`src/hdl/sfsd_pkg.sv`:
```
// ----------------------------------------------------------------------------
// sfsd_pkg
// shared constants and the noise generator step of the sine fold saturator
// ----------------------------------------------------------------------------
`default_nettype none

package sfsd_pkg;

  localparam int CFG_IDX_W = 1;
  localparam logic [CFG_IDX_W-1:0] CFG_SEED_LEFT  = 1'b0;
  localparam logic [CFG_IDX_W-1:0] CFG_SEED_RIGHT = 1'b1;

  localparam logic [31:0] SEED_LEFT_RST  = 32'd16386;
  localparam logic [31:0] SEED_RIGHT_RST = 32'd16387;

  // pi/2 in Q.56, truncated
  localparam logic [63:0] HALF_PI_Q56 = 64'h01921FB54442D184;
  localparam logic [33:0] DITHER_MID  = 34'h07fffffff;

  typedef logic [31:0] noise_t;

  function automatic noise_t xs_next(input noise_t s);
    noise_t x;
    x = s ^ (s << 13);
    x = x ^ (x >> 17);
    x = x ^ (x << 5);
    return x;
  endfunction

endpackage

`default_nettype wire

```
`src/hdl/sfsd_mul.sv`:
```
// ----------------------------------------------------------------------------
// sfsd_mul
// bit-serial 32x32 unsigned multiplier, one multiplier bit per cycle
// ----------------------------------------------------------------------------
`default_nettype none

module sfsd_mul (
  input  wire logic        clk,
  input  wire logic        rst_n,
  input  wire logic        start,
  input  wire logic [31:0] a,
  input  wire logic [31:0] b,
  output logic             done,
  output logic [63:0]      p
);

  logic [63:0] acc_r;
  logic [31:0] mcand_r;
  logic [4:0]  cnt_r;
  logic        busy_r;
  logic        done_r;
  logic [32:0] part;

  assign part = {1'b0, acc_r[63:32]} + (acc_r[0] ? {1'b0, mcand_r} : 33'd0);

  always_ff @(posedge clk) begin
    if (!rst_n) begin
      busy_r <= 1'b0;
      done_r <= 1'b0;
      cnt_r  <= '0;
    end else begin
      done_r <= !start && busy_r && (cnt_r == 5'd0);
      if (start) begin
        acc_r   <= {32'd0, b};
        mcand_r <= a;
        cnt_r   <= 5'd31;
        busy_r  <= 1'b1;
      end else if (busy_r) begin
        acc_r <= {part, acc_r[31:1]};
        cnt_r <= cnt_r - 5'd1;
        if (cnt_r == 5'd0) begin
          busy_r <= 1'b0;
        end
      end
    end
  end

  assign done = done_r;
  assign p    = acc_r;

endmodule

`default_nettype wire

```
`src/hdl/sfsd_div.sv`:
```
// ----------------------------------------------------------------------------
// sfsd_div
// restoring 64-bit unsigned divider, one quotient bit per cycle
// ----------------------------------------------------------------------------
`default_nettype none

module sfsd_div (
  input  wire logic        clk,
  input  wire logic        rst_n,
  input  wire logic        start,
  input  wire logic [63:0] n,
  input  wire logic [63:0] d,
  output logic             done,
  output logic [63:0]      quo,
  output logic [63:0]      rem
);

  logic [64:0] rem_r;
  logic [63:0] quo_r;
  logic [63:0] den_r;
  logic [5:0]  cnt_r;
  logic        busy_r;
  logic        done_r;
  logic [64:0] trial;
  logic        fits;

  assign trial = {rem_r[63:0], quo_r[63]};
  assign fits  = (trial >= {1'b0, den_r});

  always_ff @(posedge clk) begin
    if (!rst_n) begin
      busy_r <= 1'b0;
      done_r <= 1'b0;
      cnt_r  <= '0;
    end else begin
      done_r <= !start && busy_r && (cnt_r == 6'd0);
      if (start) begin
        quo_r  <= n;
        rem_r  <= '0;
        den_r  <= d;
        cnt_r  <= 6'd63;
        busy_r <= 1'b1;
      end else if (busy_r) begin
        rem_r <= fits ? (trial - {1'b0, den_r}) : trial;
        quo_r <= {quo_r[62:0], fits};
        cnt_r <= cnt_r - 6'd1;
        if (cnt_r == 6'd0) begin
          busy_r <= 1'b0;
        end
      end
    end
  end

  assign done = done_r;
  assign quo  = quo_r;
  assign rem  = rem_r[63:0];

endmodule

`default_nettype wire

```
`src/hdl/sfsd_chan.sv`:
```
// ----------------------------------------------------------------------------
// sfsd_chan
// one-channel sequencer: sine fold through serial multiply and divide,
// serial exponent search and serial dither scaling
// ----------------------------------------------------------------------------
`default_nettype none

module sfsd_chan import sfsd_pkg::*; #(
  parameter int IN_WIDTH        = 24,
  parameter int OUT_WIDTH       = 32,
  parameter int SINE_ITERATIONS = 24
) (
  input  wire logic                        clk,
  input  wire logic                        rst_n,
  input  wire logic                        start,
  input  wire logic signed [IN_WIDTH-1:0]  sample,
  input  wire noise_t                      noise,
  output logic                             done,
  output logic signed [OUT_WIDTH-1:0]      result
);

  localparam int KW      = $clog2(SINE_ITERATIONS);
  localparam int YW      = OUT_WIDTH + 2;
  localparam int SW      = ((YW > 34) ? YW : 34) + 1;
  localparam int SH_ZERO = 56 - OUT_WIDTH;
  localparam int SH_BASE = 87 - OUT_WIDTH;

  localparam logic signed [SW-1:0] ONE    = 1;
  localparam logic signed [SW-1:0] SUM_HI = (ONE <<< (OUT_WIDTH - 1)) - ONE;
  localparam logic signed [SW-1:0] SUM_LO = -SUM_HI - ONE;

  localparam logic [3:0] C_IDLE = 4'd0;
  localparam logic [3:0] C_T    = 4'd1;
  localparam logic [3:0] C_Q    = 4'd2;
  localparam logic [3:0] C_U2   = 4'd3;
  localparam logic [3:0] C_SM   = 4'd4;
  localparam logic [3:0] C_SD   = 4'd5;
  localparam logic [3:0] C_FIN  = 4'd6;
  localparam logic [3:0] C_LEN  = 4'd7;
  localparam logic [3:0] C_DSH  = 4'd8;

  logic [3:0]              state_r, state_nxt;
  logic                    neg_r, neg_nxt;
  logic [31:0]             a28_r, a28_nxt;
  logic [63:0]             t_r, t_nxt;
  logic                    qz_r, qz_nxt;
  logic                    q1_r, q1_nxt;
  logic [31:0]             op_r, op_nxt;
  logic [31:0]             u2_r, u2_nxt;
  logic [31:0]             term_r, term_nxt;
  logic signed [33:0]      sum_r, sum_nxt;
  logic [KW-1:0]           k_r, k_nxt;
  logic [31:0]             mag_r, mag_nxt;
  logic [31:0]             shw_r, shw_nxt;
  logic [5:0]              len_r, len_nxt;
  logic signed [33:0]      vv_r, vv_nxt;
  logic [5:0]              cnt_r, cnt_nxt;
  logic                    mul_go_r, mul_go_nxt;
  logic                    div_go_r, div_go_nxt;
  logic                    done_r, done_nxt;
  logic [OUT_WIDTH-1:0]    res_r, res_nxt;

  logic [IN_WIDTH-1:0]     a_abs;
  logic [31:0]             mul_a, mul_b;
  logic [63:0]             div_n, div_d;
  logic                    mul_done, div_done;
  logic [63:0]             mul_p, div_quo, div_rem;
  logic [2*KW+1:0]         den;
  logic [63:0]             v;
  logic [5:0]              sh;
  logic signed [33:0]      diff;
  logic [YW-1:0]           ymag;
  logic signed [YW-1:0]    y;
  logic signed [SW-1:0]    sumw;
  logic                    fneg;

  assign a_abs = sample[IN_WIDTH-1] ? IN_WIDTH'(-sample) : IN_WIDTH'(sample);
  assign den   = {k_r, 1'b0} * {k_r, 1'b1};
  assign diff  = $signed({2'b00, noise}) - $signed(DITHER_MID);

  always_comb begin
    case (state_r)
      C_T: begin
        mul_a = a28_r;
        mul_b = a28_r;
      end
      C_U2: begin
        mul_a = op_r;
        mul_b = op_r;
      end
      C_SM: begin
        mul_a = term_r;
        mul_b = u2_r;
      end
      default: begin
        mul_a = a28_r;
        mul_b = op_r;
      end
    endcase
  end

  always_comb begin
    case (state_r)
      C_Q: begin
        div_n = t_r;
        div_d = HALF_PI_Q56;
      end
      C_SD: begin
        div_n = mul_p >> 30;
        div_d = 64'(den);
      end
      default: begin
        div_n = 64'({op_r, 29'd0}) + (64'(a28_r) >> 1);
        div_d = 64'(a28_r);
      end
    endcase
  end

  sfsd_mul u_mul (
    .clk   (clk),
    .rst_n (rst_n),
    .start (mul_go_r),
    .a     (mul_a),
    .b     (mul_b),
    .done  (mul_done),
    .p     (mul_p)
  );

  sfsd_div u_div (
    .clk   (clk),
    .rst_n (rst_n),
    .start (div_go_r),
    .n     (div_n),
    .d     (div_d),
    .done  (div_done),
    .quo   (div_quo),
    .rem   (div_rem)
  );

  generate
    if (OUT_WIDTH >= 32) begin : g_wide
      assign ymag = YW'(mag_r) << (OUT_WIDTH - 32);
    end else begin : g_narrow
      logic [32:0] rnd;
      assign rnd  = {1'b0, mag_r} + (33'd1 << (31 - OUT_WIDTH));
      assign ymag = YW'(rnd >> (32 - OUT_WIDTH));
    end
  endgenerate

  assign fneg = neg_r ^ (!qz_r & q1_r);
  assign y    = fneg ? -$signed(ymag) : $signed(ymag);
  assign sumw = SW'(y) + SW'(vv_r);
  assign sh   = (mag_r == 32'd0) ? 6'(SH_ZERO) : (6'(SH_BASE) - len_r);
  assign v    = div_quo[0] ? (HALF_PI_Q56 - div_rem) : div_rem;

  always_comb begin
    state_nxt  = state_r;
    neg_nxt    = neg_r;
    a28_nxt    = a28_r;
    t_nxt      = t_r;
    qz_nxt     = qz_r;
    q1_nxt     = q1_r;
    op_nxt     = op_r;
    u2_nxt     = u2_r;
    term_nxt   = term_r;
    sum_nxt    = sum_r;
    k_nxt      = k_r;
    mag_nxt    = mag_r;
    shw_nxt    = shw_r;
    len_nxt    = len_r;
    vv_nxt     = vv_r;
    cnt_nxt    = cnt_r;
    res_nxt    = res_r;
    mul_go_nxt = 1'b0;
    div_go_nxt = 1'b0;
    done_nxt   = 1'b0;
    case (state_r)
      C_IDLE: begin
        if (start) begin
          neg_nxt    = sample[IN_WIDTH-1];
          a28_nxt    = 32'(a_abs) << (32 - IN_WIDTH);
          mul_go_nxt = 1'b1;
          state_nxt  = C_T;
        end
      end
      C_T: begin
        if (mul_done) begin
          t_nxt      = mul_p;
          div_go_nxt = 1'b1;
          state_nxt  = C_Q;
        end
      end
      C_Q: begin
        if (div_done) begin
          qz_nxt = (div_quo == 64'd0);
          q1_nxt = div_quo[1];
          if (div_quo == 64'd0) begin
            op_nxt   = 32'(t_r >> 26);
            term_nxt = 32'd1 << 30;
          end else begin
            op_nxt   = 32'(v >> 26);
            term_nxt = 32'(v >> 26);
          end
          mul_go_nxt = 1'b1;
          state_nxt  = C_U2;
        end
      end
      C_U2: begin
        if (mul_done) begin
          u2_nxt     = 32'(mul_p >> 30);
          sum_nxt    = $signed({2'b00, term_r});
          k_nxt      = KW'(1);
          mul_go_nxt = 1'b1;
          state_nxt  = C_SM;
        end
      end
      C_SM: begin
        if (mul_done) begin
          div_go_nxt = 1'b1;
          state_nxt  = C_SD;
        end
      end
      C_SD: begin
        if (div_done) begin
          term_nxt = div_quo[31:0];
          sum_nxt  = k_r[0] ? (sum_r - $signed({2'b00, div_quo[31:0]}))
                            : (sum_r + $signed({2'b00, div_quo[31:0]}));
          if (k_r == KW'(SINE_ITERATIONS - 1)) begin
            op_nxt    = sum_nxt[33] ? 32'd0 : sum_nxt[31:0];
            state_nxt = C_FIN;
            if (qz_r) begin
              mul_go_nxt = 1'b1;
            end else begin
              div_go_nxt = 1'b1;
            end
          end else begin
            k_nxt      = k_r + KW'(1);
            mul_go_nxt = 1'b1;
            state_nxt  = C_SM;
          end
        end
      end
      C_FIN: begin
        if (qz_r ? mul_done : div_done) begin
          mag_nxt   = qz_r ? 32'(mul_p >> 27) : div_quo[31:0];
          shw_nxt   = qz_r ? 32'(mul_p >> 27) : div_quo[31:0];
          len_nxt   = '0;
          state_nxt = C_LEN;
        end
      end
      C_LEN: begin
        if (shw_r != 32'd0) begin
          shw_nxt = shw_r >> 1;
          len_nxt = len_r + 6'd1;
        end else begin
          if (sh >= 6'd33) begin
            vv_nxt  = '0;
            cnt_nxt = '0;
          end else begin
            vv_nxt  = diff + $signed(34'd1 << (sh - 6'd1));
            cnt_nxt = sh;
          end
          state_nxt = C_DSH;
        end
      end
      C_DSH: begin
        if (cnt_r != 6'd0) begin
          vv_nxt  = vv_r >>> 1;
          cnt_nxt = cnt_r - 6'd1;
        end else begin
          if (sumw > SUM_HI) begin
            res_nxt = OUT_WIDTH'(SUM_HI);
          end else if (sumw < SUM_LO) begin
            res_nxt = OUT_WIDTH'(SUM_LO);
          end else begin
            res_nxt = OUT_WIDTH'(sumw);
          end
          done_nxt  = 1'b1;
          state_nxt = C_IDLE;
        end
      end
      default: begin
        state_nxt = C_IDLE;
      end
    endcase
  end

  always_ff @(posedge clk) begin
    if (!rst_n) begin
      state_r  <= C_IDLE;
      mul_go_r <= 1'b0;
      div_go_r <= 1'b0;
      done_r   <= 1'b0;
    end else begin
      state_r  <= state_nxt;
      mul_go_r <= mul_go_nxt;
      div_go_r <= div_go_nxt;
      done_r   <= done_nxt;
    end
  end

  always_ff @(posedge clk) begin
    neg_r  <= neg_nxt;
    a28_r  <= a28_nxt;
    t_r    <= t_nxt;
    qz_r   <= qz_nxt;
    q1_r   <= q1_nxt;
    op_r   <= op_nxt;
    u2_r   <= u2_nxt;
    term_r <= term_nxt;
    sum_r  <= sum_nxt;
    k_r    <= k_nxt;
    mag_r  <= mag_nxt;
    shw_r  <= shw_nxt;
    len_r  <= len_nxt;
    vv_r   <= vv_nxt;
    cnt_r  <= cnt_nxt;
    res_r  <= res_nxt;
  end

  assign done   = done_r;
  assign result = $signed(res_r);

endmodule

`default_nettype wire

```
`src/hdl/sine_fold_saturator_with_dither_core.sv`:
```
// ----------------------------------------------------------------------------
// sine_fold_saturator_with_dither_core
// stereo sine fold saturator with per-channel xorshift32 dither
//
//   channel  ports                                   handshake
//   input    in_sample_left, in_sample_right         in_valid / in_stall
//   output   out_left, out_right                     out_valid / out_stall
//   config   cfg_index, cfg_data                     cfg_valid / cfg_ready
//
// one word runs a SINE_ITERATIONS-term series per channel through the one
// shared channel sequencer, left channel first, then right; each series term
// after the first is a serial multiply and a serial divide
// a finished word waits in the output register while the next one is taken
// reset loads both noise generators with their default seeds
// ----------------------------------------------------------------------------
`default_nettype none

module sine_fold_saturator_with_dither_core import sfsd_pkg::*; #(
  parameter int IN_WIDTH        = 24,
  parameter int OUT_WIDTH       = 32,
  parameter int SINE_ITERATIONS = 24
) (
  input  wire logic                        clk,
  input  wire logic                        rst_n,
  input  wire logic                        in_valid,
  output logic                             in_stall,
  input  wire logic signed [IN_WIDTH-1:0]  in_sample_left,
  input  wire logic signed [IN_WIDTH-1:0]  in_sample_right,
  output logic                             out_valid,
  input  wire logic                        out_stall,
  output logic signed [OUT_WIDTH-1:0]      out_left,
  output logic signed [OUT_WIDTH-1:0]      out_right,
  input  wire logic                        cfg_valid,
  output logic                             cfg_ready,
  input  wire logic [CFG_IDX_W-1:0]        cfg_index,
  input  wire logic [31:0]                 cfg_data
);

  localparam logic [1:0] T_IDLE  = 2'd0;
  localparam logic [1:0] T_LEFT  = 2'd1;
  localparam logic [1:0] T_RIGHT = 2'd2;
  localparam logic [1:0] T_HOLD  = 2'd3;

  logic [1:0]                  tst_r;
  logic                        go_r;
  logic                        ov_r;
  noise_t                      noise_l_r, noise_r_r;
  logic signed [IN_WIDTH-1:0]  smp_l_r, smp_r_r;
  logic signed [OUT_WIDTH-1:0] resl_r, resr_r;
  logic signed [OUT_WIDTH-1:0] outl_r, outr_r;

  logic                        ch_done;
  logic signed [OUT_WIDTH-1:0] ch_res;
  logic signed [IN_WIDTH-1:0]  ch_smp;
  noise_t                      ch_noise;

  assign ch_smp   = (tst_r == T_RIGHT) ? smp_r_r : smp_l_r;
  assign ch_noise = (tst_r == T_RIGHT) ? noise_r_r : noise_l_r;

  sfsd_chan #(
    .IN_WIDTH        (IN_WIDTH),
    .OUT_WIDTH       (OUT_WIDTH),
    .SINE_ITERATIONS (SINE_ITERATIONS)
  ) u_chan (
    .clk    (clk),
    .rst_n  (rst_n),
    .start  (go_r),
    .sample (ch_smp),
    .noise  (ch_noise),
    .done   (ch_done),
    .result (ch_res)
  );

  always_ff @(posedge clk) begin
    if (!rst_n) begin
      tst_r     <= T_IDLE;
      go_r      <= 1'b0;
      ov_r      <= 1'b0;
      noise_l_r <= SEED_LEFT_RST;
      noise_r_r <= SEED_RIGHT_RST;
    end else begin
      go_r <= ((tst_r == T_IDLE) && in_valid) || ((tst_r == T_LEFT) && ch_done);
      if (ov_r && !out_stall && (tst_r != T_HOLD)) begin
        ov_r <= 1'b0;
      end
      case (tst_r)
        T_IDLE: begin
          if (in_valid) begin
            smp_l_r   <= in_sample_left;
            smp_r_r   <= in_sample_right;
            noise_l_r <= xs_next(noise_l_r);
            noise_r_r <= xs_next(noise_r_r);
            tst_r     <= T_LEFT;
          end
        end
        T_LEFT: begin
          if (ch_done) begin
            resl_r <= ch_res;
            tst_r  <= T_RIGHT;
          end
        end
        T_RIGHT: begin
          if (ch_done) begin
            resr_r <= ch_res;
            tst_r  <= T_HOLD;
          end
        end
        T_HOLD: begin
          if (!ov_r || !out_stall) begin
            outl_r <= resl_r;
            outr_r <= resr_r;
            ov_r   <= 1'b1;
            tst_r  <= T_IDLE;
          end
        end
        default: begin
          tst_r <= T_IDLE;
        end
      endcase
      if (cfg_valid && cfg_ready) begin
        case (cfg_index)
          CFG_SEED_LEFT:  noise_l_r <= cfg_data;
          CFG_SEED_RIGHT: noise_r_r <= cfg_data;
          default: begin
          end
        endcase
      end
    end
  end

  assign in_stall  = (tst_r != T_IDLE);
  assign out_valid = ov_r;
  assign out_left  = outl_r;
  assign out_right = outr_r;
  assign cfg_ready = (tst_r == T_IDLE) && !in_valid;

endmodule

`default_nettype wire
```
`config.mk`:
```
export PLATFORM = sky130hd
export DESIGN_NAME = sine_fold_saturator_with_dither_core
export DESIGN_NICKNAME = d
export VERILOG_FILES = /design/src/hdl/sfsd_pkg.sv /design/src/hdl/sfsd_mul.sv /design/src/hdl/sfsd_div.sv /design/src/hdl/sfsd_chan.sv /design/src/hdl/sine_fold_saturator_with_dither_core.sv
export SDC_FILE = /design/constraint.sdc
export NUM_CORES = 2
export LEC_CHECK = 0
export ABC_CLOCK_PERIOD_IN_PS = 9300
export BUFFER_PORTS_ARGS = -buffer_cell sky130_fd_sc_hd__buf_2
export CAP_MARGIN = 15
export CORE_MARGIN = 2
export CORE_UTILIZATION = 40
export CTS_BUF_LIST = sky130_fd_sc_hd__clkbuf_4 sky130_fd_sc_hd__clkbuf_8
export DETAILED_ROUTE_END_ITERATION = 12
export SLEW_MARGIN = 20
export SYNTH_ARGS = -nofsm -noshare
export SYNTH_HDL_FRONTEND = slang
export SYNTH_SLANG_ARGS = --single-unit
```
`constraint.sdc`:
```
create_clock -name clk -period 9.3 [get_ports clk]
set_clock_uncertainty 0.1 [all_clocks]
set_input_delay 0.93 -clock clk [delete_from_list [all_inputs] [get_ports clk]]
set_output_delay 0.93 -clock clk [all_outputs]
set_load 0.1 [all_outputs]
```
==> impl_metrics.csv <==
group,metric,value,unit
yosys,synth.area.top_cells,"edfxtp_1 (46%), ha_1 (5.1%), xnor2_1 (4.8%), nand2_1 (3.6%), xor2_1 (3.5%)",
route,ant_nets,0,
die,x_dimension_of_the_die,365,um
global_routing,grt_usage,23.4,%
placement,dp_hpwl,113000,um
worst_setup_path,timing_worst_setup_path_type,"reg -> reg",
finish,design.final.nets,5418,
timing,period_minus_slack,6260,ps
flow_run,timing.max_cap.violations,0,
route,detailroute.wirelength.met2,70300,um
yosys,yosysWarnings,0,
die,ios,153,
route,via_count,40239,
power_and_ir_drop,power.static_leakage,21.6,nW
clock_tree,cts.reportedPaths.clkPinSlew,70,ps
finish,synthToLayoutAreaGrowth,10.5,%
timing,setup_repair_after_global_routing_missed_its_margin,"no",
timing,fin_setup_tns,0,ps
global_routing,grt_antenna_before_repair,7,
worst_setup_path,worst_setup_path_start_kind,"flip-flop",
timing,clock.fmax,160,MHz
worst_setup_path,setup.worst_path.end_class,"flip-flop",
yosys,synth_fp_nets,5325,
finish,final_design_area_excluding_fillers,57500,um2
finish,layout-drive-gt1-share,11.4,%
finish,postLayoutCoreUtil,44.5,%
die,die_area,133000,um2
route,routedWlPerCell,22.8,um
route,met3RoutedLength,13100,um
yosys,ys.flop_type,"edfxtp_1",
power_and_ir_drop,power_per_cell_area,210,nW/um2
power_and_ir_drop,post-layout-total-power,12.1,mW
timing,maxSlewHeadroom,15.5,%
route,wirelength,159000,um
yosys,synthMostInstantiatedCell,"edfxtp_1",
timing,worst_slew_pin_slew,1260,ps
yosys,ys_seq_area_share,49.6,%
route,drcViolationCount,0,
clock_tree,worst_skew_pair.late_latency,900,ps
placement,pre_cts_ws,3150,ps
route,detailedRoute.firstIterationViolations,4064,
yosys,synth_top_area_cell,"edfxtp_1",
route,route.detailed.vias_per_inst,5.78,
clock_tree,cts_root_buf,"clkbuf_8",
timing,timing.final.hold_violations,0,
die,placeableCoreArea,129000,um2
worst_setup_path,cp_data_required_time,9940,ps
clock_tree,post_cts_resized,0,
timing,final_clock_period_utilization_by_the_worst_path,67.3,%
worst_setup_path,data_arrival_critical_path,6900,ps
clock_tree,cts.htree.levels,4,
yosys,synthDominantCellAreaShare,46.2,%
timing,slew_violations,0,
clock_tree,cts_hold_buf,0,
worst_hold_path,hold_class,"in -> reg",
clock_tree,cts_tree,"yes",
yosys,synth.distinct_cells,93,
placement,routabilityCongestion,0.932,
route,highest-signal-layer,"met5",
clock_tree,tritoncts.num_buffers,151,
clock_tree,post-cts-setup-buffers,0,
die,row_count,132,
yosys,async_reset_ff_share,0,%
global_routing,grt_start_max_net_pins,108,
worst_setup_path,critical_path_peak_fanout,28,
clock_tree,cts.path.max_buffers,3,
clock_tree,clock_sink_count,890,
die,dieHeight,365,um
yosys,edff_count_synth,800,
yosys,count_of_state_elements_after_synthesis,890,
route,wl_met1,70400,um
global_routing,global_route.overflow_total,0,
yosys,synth.cells.most_frequent,"edfxtp_1 (800), nand2_1 (496), nor2_1 (441)",
timing,number_of_failing_setup_endpoints_in_the_final_timing_report,0,
yosys,syn_std_cell_area,52000,um2
finish,n_fill_cell,12297,
placement,numPortBuffers,152,
global_routing,grt_pass1_wl,237000,um
worst_setup_path,worst-r2r-setup-slack,3040,ps
route,drtPass1Iterations,6,
yosys,synth_cells,5013,
power_and_ir_drop,vdd_ir_drop_max,0.220,mV
die,floorplan.initialDensity,40.2,%
timing,setup_slack,3040,ps
placement,placed_cell_areas,54500,um2
yosys,syn_avg_cell_area,10.4,um2
global_routing,first_global_vias,38170,
run_status,outcome,"complete, no violations",
==> metrics by stage <==
| step | hold slack [ps] | cells |
|---|---|---|
| 2_1_floorplan | 300 | 5013 |
| 3_3_place_gp | 300 | 6693 |
| 3_5_place_dp | 305 | 6694 |
| 4_1_cts | 36.0 | 6963 |
| 5_1_grt | 73.9 | 6966 |
| 6_report | 119 | 6966 |
==> worst paths after layout <==
path / startpoint / to / cells past startpoint
worst max register to register: u_chan.u_div.quo[0] / u_chan.op_r[28] / 20
worst min register to register: resl_r[4] / out_left[4] / 0
worst min-delay path: in_sample_left[4] / smp_l_r[4] / 1
worst max-delay path: u_chan.u_div.quo[0] / u_chan.op_r[28] / 20
==> report_power, final <==
part | leakage (nW) | switching, mW | total (mW) | internal [mW]
sequential | 7.93 | 0.414 | 5.08 | 4.67
combinational | 12.1 | 2.07 | 3.39 | 1.32
clock | 1.56 | 1.69 | 3.58 | 1.88
==> critical path, stage by stage (launching register included) <==
cell and delay, ps:
edfxtp_1 360, buf_4 230, inv_1 310, ha_1 250
nor2b_1 340, nand2_1 120, nor3_1 390, nand4b_1 310
nor3_1 210, nor2_1 70, xnor2_1 150, ha_1 400
and3_1 270, nand3_1 130, a2111oi_2 350, o21ai_0 190
a311oi_1 700, xor2_1 680, buf_4 300, nand3_1 90
o211ai_1 120
==> metal layers <==
metal | GRT usage (%) | up-vias
met4 | 7.75 | 6
met3 | 4.60 | 260
met5 | 0 | -
li1 | - | 18656
met1 | 33.2 | 19544
met2 | 35.8 | 1773
==> state kept, by name, indices dropped and copies added, names as in the netlist, 34 cells and up <==
register / flops
u_chan.sum_r: 34
u_chan.t_r: 64
u_chan.u_div.quo: 64
u_chan.u_div.rem_r: 64
u_chan.u_mul.p: 64
u_chan.vv_r: 34
==> logic make-up (layout without fill, tap and decap cells) <==
| family | Yosys count | count (layout) | synth area share (%) |
|---|---|---|---|
| other cells | 0 | 2 | 0 |
| compound gates | 1286 | 1286 | 16.5 |
| xor+xnor | 489 | 489 | 8.23 |
| buf+inv | 400 | 609 | 3.04 |
| mux | 110 | 110 | 2.29 |
| flops | 890 | 890 | 49.6 |
| simple gates | 1612 | 1612 | 14.7 |
| fa+ha+maj | 226 | 226 | 5.61 |
==> final cells by class <==
class                      count  area (um2)  share of cell area, %
sequential                   890       25800                   44.9
multi-input combinational   3723       24800                   43.1
clock buffer                 202        2470                   4.29
tap                         1742        2180                   3.79
timing repair buffer         204        1180                   2.06
inverter                     136         510                  0.888
clock inverter                67         507                  0.881
antenna                        2        5.00                0.00871
==> cells in the final DEF (no fill, tap or decap), types with 17 or more instances in the layout <==
| master | n |
|---|---|
| a211oi_1 | 45 |
| a21o_1 | 153 |
| a21oi_1 | 309 |
| a22oi_1 | 106 |
| a31oi_1 | 61 |
| and2_1 | 78 |
| and3_1 | 46 |
| buf_2 | 152 |
| buf_4 | 50 |
| clkbuf_4 | 50 |
| clkbuf_8 | 152 |
| clkinv_1 | 36 |
| dfxtp_1 | 88 |
| edfxtp_1 | 800 |
| ha_1 | 213 |
| inv_1 | 135 |
| mux2_2 | 72 |
| mux2i_1 | 38 |
| nand2_1 | 495 |
| nand2b_1 | 53 |
| nand3_1 | 119 |
| nand4_1 | 31 |
| nor2_1 | 431 |
| nor2b_1 | 56 |
| nor3_1 | 73 |
| nor4_1 | 38 |
| o211a_1 | 47 |
| o211ai_1 | 17 |
| o21a_1 | 53 |
| o21ai_0 | 247 |
| o21bai_1 | 34 |
| o31ai_1 | 33 |
| or2_2 | 21 |
| or3_1 | 78 |
| xnor2_1 | 282 |
| xor2_1 | 206 |
No activity file was read; power rests on OpenSTA's default activity.
